==> src/bpc_div.sv <==
// Pipelined restoring divider, one quotient bit per stage, with a side payload.
// Depends on nothing; used twice by the compensation pipeline.
`default_nettype none

module bpc_div #(
	parameter int NUM_W = 32,
	parameter int DEN_W = 17,
	parameter int SIDE_W = 8
) (
	input  wire logic              clk,
	input  wire logic              arst_n,
	input  wire logic              en,
	input  wire logic              in_valid,
	input  wire logic [NUM_W-1:0]  num,
	input  wire logic [DEN_W-1:0]  den,
	input  wire logic [SIDE_W-1:0] side,
	output logic                   out_valid,
	output logic [NUM_W-1:0]       quo,
	output logic [SIDE_W-1:0]      out_side
);

	// Each stage holds {partial remainder, dividend bits and quotient bits}.
	logic [NUM_W-1:0]       vld_s;
	logic [DEN_W+NUM_W-1:0] acc_s  [NUM_W];
	logic [DEN_W-1:0]       den_s  [NUM_W];
	logic [SIDE_W-1:0]      side_s [NUM_W];

	genvar gi;
	generate
		for (gi = 0; gi < NUM_W; gi++) begin : g_stage
			logic                   vin;
			logic [DEN_W+NUM_W-1:0] acc_in;
			logic [DEN_W-1:0]       den_in;
			logic [SIDE_W-1:0]      side_in;
			logic [DEN_W+NUM_W:0]   sh;
			logic [DEN_W:0]         top;
			logic [DEN_W+1:0]       diff;
			logic                   ge;
			logic [DEN_W-1:0]       rem;

			// Pick the previous stage, or the ports for the first one.
			if (gi == 0) begin : g_first
				assign vin = in_valid;
				assign acc_in = {{DEN_W{1'b0}}, num};
				assign den_in = den;
				assign side_in = side;
			end else begin : g_next
				assign vin = vld_s[gi-1];
				assign acc_in = acc_s[gi-1];
				assign den_in = den_s[gi-1];
				assign side_in = side_s[gi-1];
			end

			// Shift in one dividend bit and subtract the divisor when it fits.
			always_comb begin
				sh = {acc_in, 1'b0};
				top = sh[DEN_W+NUM_W:NUM_W];
				diff = {1'b0, top} - {2'b00, den_in};
				ge = ~diff[DEN_W+1];
				rem = ge ? diff[DEN_W-1:0] : top[DEN_W-1:0];
			end

			always_ff @(posedge clk or negedge arst_n) begin
				if (!arst_n) begin
					vld_s[gi] <= 1'b0;
				end else if (en) begin
					vld_s[gi] <= vin;
				end
			end

			always_ff @(posedge clk) begin
				if (en) begin
					acc_s[gi] <= {rem, sh[NUM_W-1:1], ge};
					den_s[gi] <= den_in;
					side_s[gi] <= side_in;
				end
			end
		end
	endgenerate

	assign out_valid = vld_s[NUM_W-1];
	assign quo = acc_s[NUM_W-1][NUM_W-1:0];
	assign out_side = side_s[NUM_W-1];

endmodule

`default_nettype wire

==> config.mk <==
export PLATFORM = sky130hd
export DESIGN_NAME = bpc_div
export DESIGN_NICKNAME = d
export VERILOG_FILES = /design/src/bpc_div.sv
export SDC_FILE = /design/constraint.sdc
export NUM_CORES = 2
export LEC_CHECK = 0
export ABC_AREA = 1
export BUFFER_PORTS_ARGS = -buffer_cell sky130_fd_sc_hd__buf_2
export CORE_MARGIN = 1
export CORE_UTILIZATION = 36
export CTS_CLUSTER_DIAMETER = 30
export DETAILED_ROUTE_END_ITERATION = 8
export PLACE_DENSITY = 0.54
export SLEW_MARGIN = 20
export SYNTH_ARGS = -nofsm -noshare
export SYNTH_HDL_FRONTEND = slang
export SYNTH_SLANG_ARGS = --single-unit
==> constraint.sdc <==
create_clock -name clk -period 2 [get_ports clk]
set_clock_uncertainty 0.05 [all_clocks]
set_input_delay 0.2 -clock clk [delete_from_list [all_inputs] [get_ports clk]]
set_output_delay 0.2 -clock clk [all_outputs]
set_load 0.01 [all_outputs]
# == Yosys cells after proc, flatten, opt, wreduce, memory -nomap -nowiden ==
# Memories as Yosys holds them, arrays and structs flattened.
# Cells that the tools add are included.
# op_classes
n_addsub,32
n_bitwise,32
muxes,34
# ops
cell,count
subtractor 18 x 17 -> 19 bit,31
two-way mux 17 bit,32
inverter 1 bit,32
subtractor 1 x 17 -> 18 bit,1
two-way mux 1 bit,2
# totals
reg_bits,32
inputBits,61
n_memories,3
out_inout_bits,41
mem_bits_rw,2368
wordCells,133
# mem_list
name,words,word_bits,rd,rd_clocked_by_memory_dff,write_ports,line_no,rtl
acc_s,32,49,32,0,32,24,logic [DEN_W+NUM_W-1:0] acc_s [NUM_W];
den_s,32,17,31,0,32,25,logic [DEN_W-1:0] den_s [NUM_W];
side_s,32,8,32,0,32,26,logic [SIDE_W-1:0] side_s [NUM_W];

# == Depth between registers and ports, before layout ==
# An unclocked memory read counts as a cell.
# logic_depth
ltp_word,3
mapped_depth,13
ltp_nobuf,13

# == Worst setup path after synthesis ==
# OpenSTA, ideal clock, no wires.
# synth_path
path_type,reg2reg
startpoint,memory acc_s[0][374] (netlist bit)
endpoint,"memory acc_s[0][425] (netlist bit), data pin"
t_arrival_ns,1.611
t_required_ns,1.698
path_slack_ns,0.086
setup_time_ns,0.252
path_stages_with_launch,12
period_less_slack_ns,1.914
path_buffers,1
cell_sequence,edfxtp_1 inv_1 ha_1 inv_1 fa_1 nand3_2 nand3_2 nand2_4 nand2_8 buf_8 nand2_1 nand2_1
# synth_lines
item,line_no
start: declaration,24

==> impl_metrics.csv <==
group,metric,value,unit
timing,post-route-period-util,107.7,%
cts,clk_pin_slew_worst_paths,0.05,ns
timing,finalSetupViolations,281,
pwr,internal-power,0.1779,W
pwr,power.switching,0.09439,W
timing,fin_setup_tns,-9.818,ns
final_layout,layout_common_cells,"nand2_1, edfxtp_1, buf_4",
place,dpl.cell_count,16780,
floorplanning,start_util,36.29,%
synth,ys_ff_latch,2366,
timing,fmax,464.1,MHz
pwr,p_total,0.2723,W
cts,worst_skew_pair.late_latency,1.01,ns
cts,ctsLongestPathBuffers,4,
timing,worst_pin_slew,0.5838,ns
final_layout,regArea,70890,µm²
final_layout,multiInputGateArea,46380,µm²
outcome,violations,"setup timing",
timing,hold_viol_final,0,
floorplanning,die_area,320800,µm²
route,vias,85160,
synth,synth_top_area_share,61.12,%
route,drc,0,
pwr,cellPowerDensity,1611,nW/µm²
pwr,power_frac_clock,33.1,%
place,place_congestion,0.8628,
cts,cts.sinks,2366,
synth,syn_inst,10970,
worst_setup_path,path_max_fanout,8,
worst_setup_path,critPathMaxStageDelay,0.58,ns
timing,maxSlewHeadroom,61.08,%
timing,fin_hold_ws,0.1714,ns
floorplanning,num_rows,206,
final_layout,final_common_cell,"nand2_1",
synth,synth_edf_count,2334,
route,drt-pass1-iter-count,6,
final_layout,fill_cells,27430,
route,viasPerCell,4.593,
pwr,leakagePower,74.88,nW
final_layout,area.growth.synth_to_final,47.41,%
synth,yosysWarnings,0,
place,dp_hpwl,203.5,mm
job,max-cap-violations,0,
global_routing,grt_start_max_net_pins,107,
worst_setup_path,cp_slowest_cell,"edfxtp_1",
route,antenna_left,0,
synth,synth_area_leaders,"edfxtp_1, nand2_1, ha_1",
floorplanning,die_x,566.4,µm
hold_path,hp-class,"primary input to register",
synth,yosysSeqAreaShare,61.82,%
cts,htreeDepth,6,
route,wl_per_cell,16.27,µm
route,drt-total-wl,301.7,mm
final_layout,final_cells,18540,
synth,synth-main-ff-cell,"edfxtp_1",
synth,syn_area,114700,µm²
floorplanning,die_h,566.4,µm
pwr,p_comb_share,39.7,%
synth,async_reset_ff_share,1.352,%
global_routing,grt_overflow_total,0,
cts,cts_tree,"yes",
timing,rsz0062_at_grt,"yes",
final_layout,nNetsFinal,14550,
final_layout,drive_above_1_share,37.09,%
synth,ys_types,36,
cts,cts_root_buf,"clkbuf_16",
worst_setup_path,critical_path.cell_chain,"inv_2 > ha_4 > nand2_1 > nand2_2 > inv_2 > a21oi_4 > nor2_4 > buf_6 > clkbuf_16 > nand3_2 > nand2_2",
timing,min_period,2.155,ns
global_routing,grt_pass1_vias,86060,
worst_setup_path,cp-start-kind,"register",
pwr,p_seq_share,27.2,%
worst_setup_path,cp.required,2.67,ns
floorplanning,io_pins,102,
worst_setup_path,crit_type,"register to register",
pwr,peakVddDrop,921.0,µV
global_routing,grt.total_usage,18.03,%
place,portBuffers,101,
timing,slew_violations,0,
global_routing,antenna_found_initial,1,
worst_setup_path,end_kind,"register",
route,drt-initial-drc-count,5141,
outcome,outcome,"complete, but fails checks",
floorplanning,core,316000,µm²
worst_setup_path,cp_data_arrival_time,2.83,ns
pwr,sw_frac_of_total,34.66,%
synth,syn_avg_cell_area,10.45,µm²
synth,synth_top_cell_by_area,"edfxtp_1",
global_routing,grt_pass1_wl,465.7,mm
cts,numCtsBuffers,546,
timing,setup_slack,-0.1546,ns
repair_timing:
| item | in CTS | in global routing |
|---|---|---|
| endpoints found under the hold margin | 1782 | 0 |
| gates resized for setup | 917 | 1142 |
| pin swaps | 293 | 588 |
| buffers inserted | 282 | 293 |
| gates cloned | 50 | 33 |
| setup endpoints to repair | 538 | 539 |
| hold buffers | 122 | 0 |
routing by layer:
metal | track usage, % | share of wire (%) | wire [µm] | vias to the layer above
li1 | - | - | - | 42410
met1 | 24.49 | 46 | 139900 | 40540
met2 | 29.47 | 47 | 141300 | 1669
met3 | 2.676 | 4.0 | 11980 | 554
met4 | 6.035 | 2.8 | 8501 | 0
met5 | 0 | 0 | 0 | -
worst max-delay path: cells and delay by family (launching register included):
family	cells	cell delay, ns
DFF	1	0.58
buffers and inverters	4	0.47
and+or+nand+nor	5	0.36
adders and majority gates	1	0.29
AOI/OAI and AO/OA	1	0.16
area by class of cell:
class | count | area share, %
diodes | 2 | 0.002961
clock buffers | 631 | 8.321
clock inverters | 364 | 2.922
inverters | 1846 | 4.118
multi-input cells | 6700 | 27.43
flip-flops and latches | 2366 | 41.93
well taps | 4160 | 3.079
repair buffers | 2473 | 12.19
Yosys cell counts (9+ instances only):
master	n
a21oi_1	271
a21oi_2	39
and2_1	48
buf_2	9
buf_4	83
buf_8	30
dfrtp_1	32
edfxtp_1	2334
fa_1	30
ha_1	528
inv_1	1753
inv_2	93
nand2_1	3502
nand2_2	46
nand2_4	38
nand2_8	22
nand3_1	867
nand3_2	120
nand3b_1	174
nand4_1	49
nor2_1	395
nor2_2	60
nor2_4	30
nor3_1	72
o21ai_0	66
o21ai_1	13
or2_2	72
xnor2_1	42
xor2_1	139
cell families after synthesis:
family	Yosys count	share of synthesized area, %
DFF	2366	61.82
xor gates and xnor gates	181	1.382
other	1	0.003270
AOI/OAI and AO/OA	392	1.846
adders and majority gates	558	6.285
buffers and inverters	1976	7.044
and+or+nand+nor	5497	21.60
muxes	2	0.01964
flip-flops by register name (all words and copies together) (netlist names):
signal and flops:
acc_s 1551, side_s 256, den_s 527, g_stage.vin 31, out_valid 1
path summary, 6_finish.rpt:
check / startpoint / endpoint / slack, ns / cells after the start
max reg2reg: den_s[16][13] / acc_s[1][95] / -0.15 / 11
max: den_s[16][13] / acc_s[1][95] / -0.15 / 11
min: en / acc_s[0][506] / 0.17 / 2
min in group asynchronous: arst_n / g_stage[9].vin / 0.19 / 4
max in group asynchronous: arst_n / g_stage[14].vin / 1.53 / 4
min reg2reg: acc_s[0][52] / acc_s[0][102] / 0.33 / 0
metrics by stage:
step	setup WS (ns)	utilization, %	instance area [µm²]
2_1_floorplan	0.08636	-	114700
5_1_grt	-0.1880	53.50	169000
3_5_place_dp	-0.2323	41.99	132700
4_1_cts	-0.1028	51.02	161200
6_report	-0.1546	53.50	169000
3_3_place_gp	-0.2447	41.99	132700
power by group through the flow:
stage	clock network (W)	registers (W)	logic [W]
floorplan	0	0.0697	0.0516
global placement	0	0.0733	0.0827
detailed placement	0	0.0732	0.0833
CTS	0.0923	0.0735	0.0958
global route	0.0947	0.0748	0.119
finish	0.0901	0.0741	0.108
Note: power is estimated with default switching activity, not from simulation.
