File: src/bpc_pkg.sv
// Shared types and constants for the barometric pressure compensation pipeline.
// Used by every module of the block but bpc_div; depends on nothing else.
`default_nettype none

package bpc_pkg;

	// Configuration register indexes.
	localparam logic [1:0] CFG_COEFF_A = 2'd0;
	localparam logic [1:0] CFG_COEFF_B = 2'd1;
	localparam logic [1:0] CFG_COEFF_C = 2'd2;
	localparam logic [1:0] CFG_OVERSAMPLING = 2'd3;

	// Compensation constants.
	localparam int TEMP_OFFSET = 4000;
	localparam int P_C1 = 3038;
	localparam int P_C2 = 7357;
	localparam int P_C3 = 3791;
	localparam int SCALE_BASE = 50000;
	localparam int X3_BIAS = 32768;
	localparam int RAW_SHIFT_MAX = 8;
	localparam int TEMP_MAX = 32767;
	localparam int TEMP_MIN = -32768;
	localparam int PRESS_MAX = 1048575;

	// Divider geometry.
	localparam int DIV1_NUM_W = 27;
	localparam int DIV1_DEN_W = 18;
	localparam int DIV2_NUM_W = 32;
	localparam int DIV2_DEN_W = 17;

	typedef struct packed {
		logic [15:0] temp_raw;
		logic [7:0]  press_msb;
		logic [7:0]  press_lsb;
		logic [7:0]  press_xlsb;
	} in_item_t;

	typedef struct packed {
		logic signed [15:0] temp_tenths;
		logic [19:0]        press_pascal;
		logic               div_fault;
	} out_item_t;

	// Calibration values unpacked from the configuration words.
	typedef struct packed {
		logic signed [15:0] ac1;
		logic signed [15:0] ac2;
		logic signed [15:0] ac3;
		logic [15:0]        ac4;
		logic [15:0]        ac5;
		logic [15:0]        ac6;
		logic signed [15:0] b1;
		logic signed [15:0] b2;
		logic signed [15:0] mc;
		logic signed [15:0] md;
		logic [1:0]         oss;
	} coeff_t;

	// Data that rides alongside the temperature division.
	typedef struct packed {
		logic signed [17:0] x1;
		logic               qneg;
		logic               fault;
		logic [23:0]        up;
	} div1_side_t;

	// Data that rides alongside the pressure division.
	typedef struct packed {
		logic signed [15:0] t;
		logic               fault;
		logic               wide;
	} div2_side_t;

	// Signed division by two to the k, truncating toward zero.
	function automatic logic signed [63:0] sdiv_pow2(input logic signed [63:0] v,
		input int unsigned k);
		logic signed [63:0] bias;
		bias = v[63] ? ((64'sd1 <<< k) - 64'sd1) : 64'sd0;
		return (v + bias) >>> k;
	endfunction

endpackage

`default_nettype wire

File: src/bpc_front.sv
// Front stages: raw pressure alignment, first temperature term and divider operands.
// Depends on bpc_pkg.
`default_nettype none

module bpc_front (
	input  wire logic                clk,
	input  wire logic                arst_n,
	input  wire logic                en,
	input  wire logic                in_valid,
	input  wire bpc_pkg::in_item_t   item,
	input  wire bpc_pkg::coeff_t     coeff,
	output logic                     out_valid,
	output logic [bpc_pkg::DIV1_NUM_W-1:0] num,
	output logic [bpc_pkg::DIV1_DEN_W-1:0] den,
	output bpc_pkg::div1_side_t      side
);

	logic                 v_s1;
	logic signed [33:0]   prod_s1;
	logic [23:0]          up_s1;

	logic signed [16:0]   ut_d;
	logic [23:0]          raw;
	logic [3:0]           shamt;

	logic signed [63:0]   x1_w;
	logic signed [17:0]   x1;
	logic signed [18:0]   den_sgn;
	logic signed [26:0]   num_sgn;

	// Stage 1: (ut - ac6) * ac5 and the uncompensated pressure word.
	always_comb begin
		ut_d = $signed({1'b0, item.temp_raw}) - $signed({1'b0, coeff.ac6});
		raw = {item.press_msb, item.press_lsb, item.press_xlsb};
		shamt = 4'(bpc_pkg::RAW_SHIFT_MAX) - {2'b00, coeff.oss};
	end

	// Stage 2: x1, the signed divisor x1 + md and the dividend mc * 2048.
	always_comb begin
		x1_w = bpc_pkg::sdiv_pow2(64'(prod_s1), 15);
		x1 = x1_w[17:0];
		den_sgn = 19'(x1) + 19'(coeff.md);
		num_sgn = {coeff.mc, 11'b0};
	end

	always_ff @(posedge clk or negedge arst_n) begin
		if (!arst_n) begin
			v_s1 <= 1'b0;
			out_valid <= 1'b0;
		end else if (en) begin
			v_s1 <= in_valid;
			out_valid <= v_s1;
		end
	end

	always_ff @(posedge clk) begin
		if (en) begin
			prod_s1 <= ut_d * $signed({1'b0, coeff.ac5});
			up_s1 <= raw >> shamt;
			num <= num_sgn[26] ? 27'(-num_sgn) : 27'(num_sgn);
			den <= den_sgn[18] ? 18'(-den_sgn) : 18'(den_sgn);
			side.x1 <= x1;
			side.qneg <= num_sgn[26] ^ den_sgn[18];
			side.fault <= (den_sgn == 19'sd0);
			side.up <= up_s1;
		end
	end

endmodule

`default_nettype wire

File: config.mk
export PLATFORM = sky130hd
export DESIGN_NAME = bpc_front
export DESIGN_NICKNAME = d
export VERILOG_FILES = /design/src/bpc_pkg.sv /design/src/bpc_front.sv
export SDC_FILE = /design/constraint.sdc
export NUM_CORES = 1
export LEC_CHECK = 0
export BUFFER_PORTS_ARGS = -buffer_cell sky130_fd_sc_hd__buf_2
export CORE_MARGIN = 3
export CORE_UTILIZATION = 38
export DETAILED_ROUTE_END_ITERATION = 8
export GPL_ROUTABILITY_DRIVEN = 0
export PLACE_DENSITY = 0.54
export SLEW_MARGIN = 15
export SYNTH_ARGS = -nofsm -noshare
export SYNTH_HDL_FRONTEND = slang
export SYNTH_SLANG_ARGS = --single-unit
File: constraint.sdc
create_clock -name clk -period 7.8 [get_ports clk]
set_clock_uncertainty 0.1 [all_clocks]
set_input_delay 1.17 -clock clk [delete_from_list [all_inputs] [get_ports clk]]
set_output_delay 1.17 -clock clk [all_outputs]
set_load 0.1 [all_outputs]
; ---- Word level (Yosys, flattened, before mapping)
; Cells that the tools add are included.
[totals]
reg_bits = 149
[op_classes]
n_reduce_logical = 1
addsub = 6
multipliers = 1
shift = 1
n_bitwise = 1
mux = 3
[ops]
columns = op, n
row1 = 17-bit by 17-bit multiplier with 34-bit output, 1
row2 = 33-bit by 16-bit adder with 33-bit output, 1
row3 = 27-bit negation, 1
row4 = 26-bit two-way mux, 1
row5 = 24-bit by 4-bit >> shifter with 24-bit output, 1
row6 = 18-bit by 16-bit adder with 19-bit output, 1
row7 = 19-bit logical NOT, 1
row8 = 18-bit two-way mux, 1
row9 = 18-bit negation, 1
row10 = 16-bit by 16-bit subtractor with 17-bit output, 1
row11 = 15-bit two-way mux, 1
row12 = "4-bit by 2-bit subtractor with 4-bit output, first input constant", 1
row13 = 1-bit XOR, 1

; ---- Depth between registers and ports, before layout
[logic_depth]
word_depth = 5
ltp_mapped = 35

; ---- Worst setup path before layout
; No wires, ideal clock.
[synth_path]
path_kind = input-to-reg
start = in item[24] (netlist name)
end = reg prod_s1[33], data pin
setup_ns = 0.174
arrival_time_ns = 8.631
required_ns = 7.526
path_stages = 29
slack_ns = -1.106
cell_sequence = inv_1 -> ha_1 -> fa_1 -> nor2b_1 -> o21ai_1 -> a21oi_1 -> o21a_1 -> o311ai_2 -> o211a_1 -> o31ai_1 -> a21oi_2 -> clkbuf_1 -> and2_1 -> fa_1 -> fa_1 -> inv_1 -> fa_1 -> fa_1 -> fa_1 -> fa_1 -> inv_1 -> ha_1 -> nand2_1 -> nor3_1 -> nor4bb_1 -> o2111ai_1 -> a31oi_1 -> nor4_1 -> a311oi_1
[synth_via]
elab_chain_len = 2
[synth_lines]
columns = element, line_no
row1 = "start, declared", bpc_front.sv:10  ; input wire bpc_pkg::in_item_t item,
row2 = 16-bit by 16-bit subtractor with 17-bit output, bpc_front.sv:33  ; ut_d = $signed({1'b0, item.temp_raw}) - $signed({1'b0, coeff.ac6});
row3 = 17-bit by 17-bit multiplier with 34-bit output, bpc_front.sv:58  ; prod_s1 <= ut_d * $signed({1'b0, coeff.ac5});
row4 = "end signal, assigned", bpc_front.sv:58
row5 = "end, declared", bpc_front.sv:19  ; logic signed [33:0] prod_s1;
; Every way passes these cells.
; A chain may end at the register's enable or synchronous reset.

; ---- Worst setup path in the final report
[layout_path]
start = in item[24] (netlist name)
end = reg prod_s1[31], data pin
; Same word-level chain as after synthesis.

==> reports/results.ini <==
[run_status]
status=complete, but fails checks
violations=setup timing

[critical_path]
start_kind=input port
ff2ff_path_depth=20
timing.critical_path.mode_cell=fa_1
crit_fanout=3
crit_arrival_ps=8360
crit-reg2reg-launch=prod_s1[33]$_DFFE_PP_
r2r_slack_ps=2190
worstPathRequired_ps=7870
critPathMaxStageDelay_ps=580
cp-end-kind=flip-flop
critPathSlowestCell=fa_1
reg2reg_to=den[5]$_DFFE_PP_
critPathKind=input port to flip-flop

[yosys]
synthArstFlopShare_pct=1.45
syn_area_per_cell_um2=9.95
ys_ff_latch=138
synth_top_area_share_pct=30.2
synth_top_cell_by_area=fa_1
synth_ff_type=edfxtp_1
synth_area_leaders=fa_1 (30%), edfxtp_1 (22%), ha_1 (9.3%)
netlist_instances=1870
syn_area_um2=18600
ys_warn_count=0
synth_cell_type_count=85
ys_seq_area_share_pct=22.2
synth_edf_count=136

[global_route]
grt_max_degree=85
antenna_found_initial=2
grt_pass1_vias=14565
overflow=0
track_usage_pct=17.0
grt_pass1_wl_mm=71.4

[cts]
clock_latency_ps=410
cts_buffer_depth=2
root_buffer=clkbuf_16
clock_sink_count=138
htreeDepth=4
path_clk_slew_ps=60
numCtsBuffers=17
hold_buffers=0
cts_tree=yes

[sta]
setup_tns_ps=-4040
hold_viol=0
slew_violations=0
fmax_mhz=121
finalSetupViolCount=14
min_period_ps=8290
fin_crit_sh_pct=106
worstMarginPinSlew_ps=774
slew_headroom_pct=48.4
rsz0062_at_grt=true
setup_slack_ps=-492

[route]
drt-vias-per-instance=4.76
ant_nets=0
wl_per_cell_um=14.8
drt-initial-drc-count=497
drc_errors=0
via_count=13679
drtPass1Iterations=5
drt-total-wl_mm=42.6

[floorplanning]
fp.dieArea_um2=51600
dieHeight_um=227
rows=80
start_util_pct=38.7
die_x_um=227
coreArea_um2=48000
io_pins=296

[min_path]
hold_end=side[12]$_DFFE_PP_
hold_path_depth=0
min-delay-start=up_s1[12]$_DFFE_PP_
hold_path.class=flip-flop to flip-flop

[flow_run]
cap_viol_max_count=0

[place]
placedCellCount=2788
place_hpwl_mm=35.5
place_ws_ps=-1330
port_buffers=184
place_area_um2=21700

[layout]
areaGrowthSynthToFinish_pct=24.7
final_nets=2865
multi_input_area_um2=13500
drive_gt1_share_pct=27.6
n_fill_cell=4548
instances_no_fill=2871
design_area_um2=23200
seq_area_um2=4130

sequential cells by signal, indices dropped and copies added (netlist names):
name / flops
den: 18
prod_s1: 34
num: 16
side: 44
up_s1: 24
v_s1: 1
out_valid: 1
cells in the final DEF, fill, tap and decap left out, drive strengths merged, types with 5 or more instances in the layout:
cell    instances
a211oi          9
a21o           19
a21oi          61
a31oi          11
and2          120
and3            5
buf           397
clkbuf         19
conb           15
edfxtp        136
fa            281
ha            138
inv           409
mux2           14
mux2i          14
nand2         186
nand2b         14
nand3          18
nand4          10
nor2           74
nor2b          37
nor3           15
nor4            6
o211ai          5
o21a           14
o21ai          43
o311ai          5
o31ai           9
or3             7
xnor2          82
xor2           22
metal layers:
metal	global-route usage, %	part of all wire (%)
met2	29.7	48
met3	1.88	4.1
met1	22.8	46
met5	0	0
met4	3.79	1.3
through the flow:
stage | utilization (%) | hold WS [ps]
2_1_floorplan | - | 300
3_3_place_gp | 45.1 | 301
3_5_place_dp | 45.1 | 305
4_1_cts | 47.7 | 319
5_1_grt | 48.3 | 320
6_report | 48.3 | 320
synthesized netlist by cell type, types with 22 or more instances:
| master | count |
|---|---|
| inv_1 | 401 |
| fa_1 | 281 |
| nand2_1 | 184 |
| ha_1 | 138 |
| edfxtp_1 | 136 |
| and2_1 | 120 |
| xnor2_1 | 81 |
| nor2_1 | 72 |
| a21oi_1 | 56 |
| clkbuf_1 | 41 |
| nor2b_1 | 36 |
| o21ai_0 | 33 |
| xor2_1 | 22 |
timing repair:
action,CTS,global route
setup endpoints to repair,19,23
pin swaps,104,74
buffers inserted,40,19
gates resized for setup,87,50
cloned,1,0
kinds of logic after synthesis:
| group | synth area share (%) |
|---|---|
| AO/OA/AOI/OAI | 7.54 |
| flip-flops | 22.2 |
| buffers and inverters | 9.64 |
| AND/OR/NAND/NOR | 14.1 |
| adder cells (fa/ha/maj) | 39.5 |
| XOR/XNOR | 4.94 |
| other | 0.0202 |
| multiplexers | 1.96 |
worst max-delay path: cells and delay by family:
| family | cells | cell delay [ps] |
|---|---|---|
| adder cells (fa/ha/maj) | 9 | 3560 |
| AO/OA/AOI/OAI | 11 | 2050 |
| buffers and inverters | 9 | 760 |
| AND/OR/NAND/NOR | 6 | 630 |
| XOR/XNOR | 1 | 190 |
worst max-delay path by stage:
stage               depth (start not counted)  slack (ps)     start                    end
floorplan                                  30        -490  item[24]  prod_s1[33]$_DFFE_PP_
global placement                           30       -1120  item[24]  prod_s1[32]$_DFFE_PP_
detailed placement                         30       -1330  item[24]  prod_s1[33]$_DFFE_PP_
CTS                                        37        -510  item[24]  prod_s1[31]$_DFFE_PP_
global route                               36        -810  item[24]  prod_s1[31]$_DFFE_PP_
finish                                     36        -490  item[24]  prod_s1[31]$_DFFE_PP_
final cells by class:
class / count / share of cell area, %
antenna: 3 / 0.0324
clock buffer: 19 / 1.87
clock inverter: 13 / 0.777
sequential: 138 / 17.8
tap: 615 / 3.32
multi-input combinational: 1283 / 58.1
inverter: 403 / 6.58
timing repair buffer: 397 / 11.5
Power is not shown: default switching activity piles up to over one toggle a cycle in this logic, so the estimate is an artifact.
