## src/bpc_pkg.sv

```systemverilog
// Shared types and constants for the barometric pressure compensation pipeline.
// Used by every module of the block but bpc_div; depends on nothing else.
`default_nettype none

package bpc_pkg;

	// Configuration register indexes.
	localparam logic [1:0] CFG_COEFF_A = 2'd0;
	localparam logic [1:0] CFG_COEFF_B = 2'd1;
	localparam logic [1:0] CFG_COEFF_C = 2'd2;
	localparam logic [1:0] CFG_OVERSAMPLING = 2'd3;

	// Compensation constants.
	localparam int TEMP_OFFSET = 4000;
	localparam int P_C1 = 3038;
	localparam int P_C2 = 7357;
	localparam int P_C3 = 3791;
	localparam int SCALE_BASE = 50000;
	localparam int X3_BIAS = 32768;
	localparam int RAW_SHIFT_MAX = 8;
	localparam int TEMP_MAX = 32767;
	localparam int TEMP_MIN = -32768;
	localparam int PRESS_MAX = 1048575;

	// Divider geometry.
	localparam int DIV1_NUM_W = 27;
	localparam int DIV1_DEN_W = 18;
	localparam int DIV2_NUM_W = 32;
	localparam int DIV2_DEN_W = 17;

	typedef struct packed {
		logic [15:0] temp_raw;
		logic [7:0]  press_msb;
		logic [7:0]  press_lsb;
		logic [7:0]  press_xlsb;
	} in_item_t;

	typedef struct packed {
		logic signed [15:0] temp_tenths;
		logic [19:0]        press_pascal;
		logic               div_fault;
	} out_item_t;

	// Calibration values unpacked from the configuration words.
	typedef struct packed {
		logic signed [15:0] ac1;
		logic signed [15:0] ac2;
		logic signed [15:0] ac3;
		logic [15:0]        ac4;
		logic [15:0]        ac5;
		logic [15:0]        ac6;
		logic signed [15:0] b1;
		logic signed [15:0] b2;
		logic signed [15:0] mc;
		logic signed [15:0] md;
		logic [1:0]         oss;
	} coeff_t;

	// Data that rides alongside the temperature division.
	typedef struct packed {
		logic signed [17:0] x1;
		logic               qneg;
		logic               fault;
		logic [23:0]        up;
	} div1_side_t;

	// Data that rides alongside the pressure division.
	typedef struct packed {
		logic signed [15:0] t;
		logic               fault;
		logic               wide;
	} div2_side_t;

	// Signed division by two to the k, truncating toward zero.
	function automatic logic signed [63:0] sdiv_pow2(input logic signed [63:0] v,
		input int unsigned k);
		logic signed [63:0] bias;
		bias = v[63] ? ((64'sd1 <<< k) - 64'sd1) : 64'sd0;
		return (v + bias) >>> k;
	endfunction

endpackage

`default_nettype wire

```

## src/bpc_back.sv

```systemverilog
// Back stages: pressure correction polynomial, saturation and the result register.
// Depends on bpc_pkg.
`default_nettype none

module bpc_back (
	input  wire logic                      clk,
	input  wire logic                      arst_n,
	input  wire logic                      en,
	input  wire logic                      in_valid,
	input  wire logic [bpc_pkg::DIV2_NUM_W-1:0] q2,
	input  wire bpc_pkg::div2_side_t       side2,
	output logic                           out_valid,
	output bpc_pkg::out_item_t             result
);

	logic               v_s1, v_s2;
	logic [32:0]        p_s1, p_s2;
	logic [49:0]        sq2_s1;
	logic [45:0]        m2_s1;
	logic [45:0]        x1_s2;
	logic [29:0]        x2m_s2;
	logic signed [15:0] t_s1, t_s2;
	logic               f_s1, f_s2;

	logic [32:0]        p;
	logic [61:0]        m1;
	logic signed [63:0] sum, pf;
	logic [19:0]        p_sat;

	// B1: undo the halving of wide B7 values, then p/256 squared and 7357 * p.
	assign p = side2.wide ? {q2, 1'b0} : {1'b0, q2};

	// B2: scale the square term.
	assign m1 = 62'(sq2_s1) * 62'(bpc_pkg::P_C1);

	// B3: final correction and saturation.
	always_comb begin
		sum = $signed({18'b0, x1_s2}) - $signed({34'b0, x2m_s2}) + 64'(bpc_pkg::P_C3);
		pf = $signed({31'b0, p_s2}) + bpc_pkg::sdiv_pow2(sum, 4);
		if (pf < 64'sd0) begin
			p_sat = 20'd0;
		end else if (pf > 64'(bpc_pkg::PRESS_MAX)) begin
			p_sat = 20'(bpc_pkg::PRESS_MAX);
		end else begin
			p_sat = pf[19:0];
		end
	end

	always_ff @(posedge clk or negedge arst_n) begin
		if (!arst_n) begin
			v_s1 <= 1'b0;
			v_s2 <= 1'b0;
			out_valid <= 1'b0;
		end else if (en) begin
			v_s1 <= in_valid;
			v_s2 <= v_s1;
			out_valid <= v_s2;
		end
	end

	always_ff @(posedge clk) begin
		if (en) begin
			p_s1 <= p;
			sq2_s1 <= 50'(p[32:8]) * 50'(p[32:8]);
			m2_s1 <= 46'(p) * 46'(bpc_pkg::P_C2);
			t_s1 <= side2.t;
			f_s1 <= side2.fault;

			p_s2 <= p_s1;
			x1_s2 <= m1[61:16];
			x2m_s2 <= m2_s1[45:16];
			t_s2 <= t_s1;
			f_s2 <= f_s1;

			// A zero divisor anywhere clears both results.
			result.temp_tenths <= f_s2 ? 16'sd0 : t_s2;
			result.press_pascal <= f_s2 ? 20'd0 : p_sat;
			result.div_fault <= f_s2;
		end
	end

endmodule

`default_nettype wire

```

## config.mk

```make
export PLATFORM = sky130hd
export DESIGN_NAME = bpc_back
export DESIGN_NICKNAME = d
export VERILOG_FILES = /design/src/bpc_pkg.sv /design/src/bpc_back.sv
export SDC_FILE = /design/constraint.sdc
export NUM_CORES = 2
export LEC_CHECK = 0
export ABC_AREA = 0
export BUFFER_PORTS_ARGS = -buffer_cell sky130_fd_sc_hd__buf_4
export CAP_MARGIN = 25
export CORE_ASPECT_RATIO = 1.2
export CORE_MARGIN = 2
export CORE_UTILIZATION = 53
export DETAILED_ROUTE_END_ITERATION = 16
export GPL_TIMING_DRIVEN = 0
export PLACE_DENSITY = 0.75
export SLEW_MARGIN = 15
export SYNTH_ARGS = -nofsm -noshare
export SYNTH_HDL_FRONTEND = slang
export SYNTH_SLANG_ARGS = --single-unit
```

## constraint.sdc

```tcl
create_clock -name clk -period 15.4 [get_ports clk]
set_clock_uncertainty 0.1 [all_clocks]
set_input_delay 1.54 -clock clk [delete_from_list [all_inputs] [get_ports clk]]
set_output_delay 1.54 -clock clk [all_outputs]
set_load 0.02 [all_outputs]
```

# After elaboration in Yosys (flattened, before gate mapping)
# Cells that the tools add are included.
dict set report totals {
  output_inout_bits 38
  register_bits 312
  elab_cells 29
}
dict set report op_classes {
  add_sub_neg 4
  n_reduce_logical 1
  n_mux 3
  magnitude_cmp 2
  multipliers 3
}
# op count
set ops {}
lappend ops {{50-bit by 11-bit multiplier with 61-bit output, second input constant} 1}
lappend ops {{25-bit by 25-bit multiplier with 50-bit output} 1}
lappend ops {{48-bit by 5-bit adder with 49-bit output} 1}
lappend ops {{47-bit by 13-bit adder with 48-bit output, second input constant} 1}
lappend ops {{46-bit by 30-bit subtractor with 47-bit output} 1}
lappend ops {{34-bit by 45-bit adder with 46-bit output} 1}
lappend ops {{46-bit by 21-bit greater-than comparator with 1-bit output, second input constant} 1}
lappend ops {{46-bit by 1-bit < comparator with 1-bit output, second input constant} 1}
lappend ops {{33-bit by 13-bit multiplier with 46-bit output, second input constant} 1}
lappend ops {{33-bit two-way mux} 1}
lappend ops {{20-bit two-way mux} 1}
lappend ops {{4-bit two-way mux} 1}
lappend ops {{2-bit OR reduction} 1}

# Longest topological paths before layout
dict set report depth {
  depth_word 7
  depth_mapped 36
  mapped_depth_nobuf 35
}

# Least setup slack after synthesis
# OpenSTA, ideal clock, no wires.
dict set report synth_path {
  path_type {input to register}
  start {in side2[0] in the netlist's numbering}
  end {reg sq2_s1[49] (data pin)}
  setup_time_ps 260
  path_buffers 3
  path_stages 32
  arrival_ps 9900
  t_required_ps 15040
  setup_slack_ps 5140
  path_cell_list {clkbuf_1 > buf_1 > mux2i_1 > clkbuf_1 > nor2_1 > fa_1 > fa_1 > fa_1 > inv_1 > fa_1 > inv_1 > fa_1 > inv_1 > fa_1 > inv_1 > fa_1 > ha_1 > a21o_1 > a21o_1 > a21o_1 > a2bb2oi_1 > o31ai_1 > a211oi_1 > o21ai_0 > a31o_2 > nor4_1 > nor4_1 > o31ai_1 > nand2b_1 > a221o_1 > a21oi_1 > xnor2_1}
}
dict set report synth_via {
  elab_chain_len 2
}
# element line_no
set synth_rtl {}
lappend synth_rtl {{start: declaration} bpc_back.sv:11} ;# input wire bpc_pkg::div2_side_t side2,
lappend synth_rtl {{33-bit two-way mux} bpc_back.sv:31} ;# assign p = side2.wide ? {q2, 1'b0} : {1'b0, q2};
lappend synth_rtl {{25-bit by 25-bit multiplier with 50-bit output} bpc_back.sv:64} ;# sq2_s1 <= 50'(p[32:8]) * 50'(p[32:8]);
lappend synth_rtl {{end signal: assignment} bpc_back.sv:64}
lappend synth_rtl {{end: declaration} bpc_back.sv:18} ;# logic [49:0] sq2_s1;
# Every way passes these cells.
# A chain may end at the register's enable or synchronous reset.

# Worst setup path after layout
dict set report layout_path {
  start {in side2[0] in the netlist's numbering}
  end {reg sq2_s1[49] (data pin)}
}
dict set report layout_via {
  elab_chain_len 2
}
# element line_no
set layout_rtl {}
lappend layout_rtl {{33-bit two-way mux} bpc_back.sv:31}
lappend layout_rtl {{named net p[29]} bpc_back.sv:25} ;# logic [32:0] p;
lappend layout_rtl {{25-bit by 25-bit multiplier with 50-bit output} bpc_back.sv:64}
# The timed path passes the listed nets, and every way through them passes these cells.

==> flow_summary.ini <==
[worst_setup_path]
path_class = primary input to flip-flop
crit_path_frequent_cell = fa_1
reg2regPathDepth = 34
crit_path_max_fanout = 12
crit_path_start_kind = primary input
crit_path_end_kind = flip-flop
worstPathRequired_ns = 15.60
r2r_slack_ns = 4.03
worstPathArrival_ns = 12.34
r2r_end = result[20]
r2r-start = x1_s2[20]
crit_slowest_cell = clkinv_1
cpPeakStageDelay_ns = 0.92

[logic_synthesis]
synth_most_common_cell = inv_1
synth_cell_types = 95
async_reset_ff_share_pct = 1.02
synth_warnings = 0
synth_area_sq_um = 51900
synthTopCellsByArea = fa_1 (39%), edfxtp_1 (17%), ha_1 (14%)
yosys-top-cells-count = inv_1 (1147), fa_1 (1004), ha_1 (578)
ys_seq_area_share_pct = 17.0
synth_seq_cells = 294
synth_top_flop_cell = edfxtp_1
synth_edf_count = 291
avgSynthCellArea_sq_um = 10.5
yosysTopAreaCell = fa_1
syn_inst = 4956
yosysTopAreaCellShare_pct = 38.7

[sta]
relSlewSlack_pct = 26.3
rsz0062_at_grt = false
worst_pin_slew_ns = 1.10
setup_viol = 0
fin_tns_setup_ns = 0
drv_slew = 0
fmax_mhz = 82.4
hold_viol = 0
period_needed_ns = 12.14
timing.final.crit_share_pct = 78.8

[global_route]
grtUsageTotal_pct = 26.8
use_met3_pct = 4.20
grt_antenna_before_repair = 1
grt_max_degree = 116
grtUsageMet1_pct = 34.3
met2_usage_pct = 45.2
grt.busiest_layer = met2
grt_pass1_wl_um = 207000
grt_pass1_vias = 38400
grt_overflow = 0

[layout]
nNetsFinal = 6749
layout-drive-gt1-share_pct = 4.93
fill_cells = 8157
multiInputGateArea_sq_um = 38500
regArea_sq_um = 8810
area_growth_pct = 7.37

[detailed_routing]
drtAntennaViolNets = 0
first_pass_iters = 6
vias = 36000
drt-total-wl_um = 130000
wire_per_inst_um = 20.3
drc = 0
viasPerCell = 5.62
first_iter_violations = 2520

[clocking]
cts_sinks = 294
post_cts_buffers = 0
clk_pin_slew_ns = 0.07
cts_made_buffers = 35
postCtsHoldBufs = 0
cts_root_buffer = clkbuf_16
cts_tree = yes
clock_path_buffers = 3
cts-resized-gates = 0
cts.htree.levels = 2
clock_latency_ns = 0.57

[place]
dp_hpwl_um = 109000
portBuffers = 90
routabilityCongestion = 0.994

[floorplanning]
die_h_um = 347
die-area_sq_um = 101000
initial_core_util_pct = 53.5
core_sq_um = 97000
die-width_um = 290
boundaryPins = 92
num_rows = 125

[outcome]
outcome = finished clean

[worst_hold_path]
min_from = p_s1[10]
hold_class = flip-flop to flip-flop
min_to = p_s2[10]
whs_path_depth = 0

[run]
drv_cap = 0
[critical path, delay by kind of cell]
family / cells / cell delay [ns]
simple gates: 4 / 0.98
fa+ha+maj: 8 / 4.00
compound gates: 9 / 2.41
mux: 1 / 0.88
buf+inv: 9 / 2.37
xor+xnor: 1 / 0.12
[worst max-delay path by stage]
stage / from / endpoint / slack, ns
after CTS: side2[0] / sq2_s1[49] / 3.04
after floorplan: side2[0] / sq2_s1[49] / 5.14
after detailed placement: side2[0] / sq2_s1[49] / 2.45
final: side2[0] / sq2_s1[49] / 3.26
after global routing: side2[0] / sq2_s1[49] / 3.01
after global placement: side2[0] / sq2_s1[49] / 1.42
[cell type report]
type,instances,share of cell area (%)
well taps,1270,2.85
multi-input cells,3430,69.1
plain buffers,77,0.563
repair buffers,118,1.90
diodes,1,0.00449
clock buffers,40,1.60
inverters,1157,7.79
clock inverters,20,0.424
flip-flops and latches,294,15.8
[flip-flops by register name (all words and copies together) (netlist names), 16 cells and up]
| register | count |
|---|---|
| sq2_s1 | 48 |
| x1_s2 | 46 |
| result | 37 |
| p_s1 | 33 |
| p_s2 | 33 |
| m2_s1 | 30 |
| x2m_s2 | 30 |
| t_s1 | 16 |
| t_s2 | 16 |
[metal layers]
metal  part of all wire, %  vias up
met2                    49     1254
met3                   6.9      357
met4                   4.9        0
li1                      -    16300
met5                     0        -
met1                    39    18100
[kinds of logic (layout without fill, tap and decap cells)]
logic type / after synthesis / in the layout / synth area share, %
adder cells (fa/ha/maj): 1582 / 1582 / 52.6
buffers and inverters: 1234 / 1412 / 8.95
AND/OR/NAND/NOR: 982 / 982 / 9.12
AO/OA/AOI/OAI: 600 / 600 / 7.72
flip-flops: 294 / 294 / 17.0
XOR/XNOR: 221 / 221 / 3.73
multiplexers: 42 / 42 / 0.870
other: 1 / 4 / 0.00722
[placed cells by master, fill, tap and decap left out, types with 11 or more instances in the layout]
master,Yosys,routed
inv_1,1147,1147
fa_1,1004,1004
ha_1,578,578
nor2_1,329,329
edfxtp_1,291,291
nand2_1,230,230
a21oi_1,175,175
xnor2_1,145,145
buf_4,2,95
o21ai_0,93,93
xor2_1,76,76
nor3_1,74,74
a21o_1,72,72
nand3_1,58,58
clkbuf_1,61,57
nor2b_1,50,50
and3_1,46,46
o21a_1,40,40
clkbuf_16,0,35
nand4_1,30,30
a211oi_1,29,29
or3_1,27,27
nand2b_1,25,25
mux2_2,24,24
o211ai_1,22,22
nor4_1,20,20
and2_1,20,20
a31oi_1,20,20
o31ai_1,17,17
clkinv_1,8,13
mux2i_1,17,12
or4_1,11,11
[metrics by stage]
step	setup slack, ns	hold WS, ns	cells	utilization (%)	instance area, sq um
2_1_floorplan	5.14	0.300	4958	-	51900
3_3_place_gp	1.42	0.302	6318	55.9	54200
3_5_place_dp	2.45	0.305	6344	56.3	54600
4_1_cts	3.04	0.299	6404	57.5	55700
5_1_grt	3.01	0.319	6406	57.5	55800
6_report	3.26	0.301	6407	57.5	55800
Power is left out: the tool's default activity adds up to more than one toggle a clock period on the data nets, which glitch-free logic cannot reach.
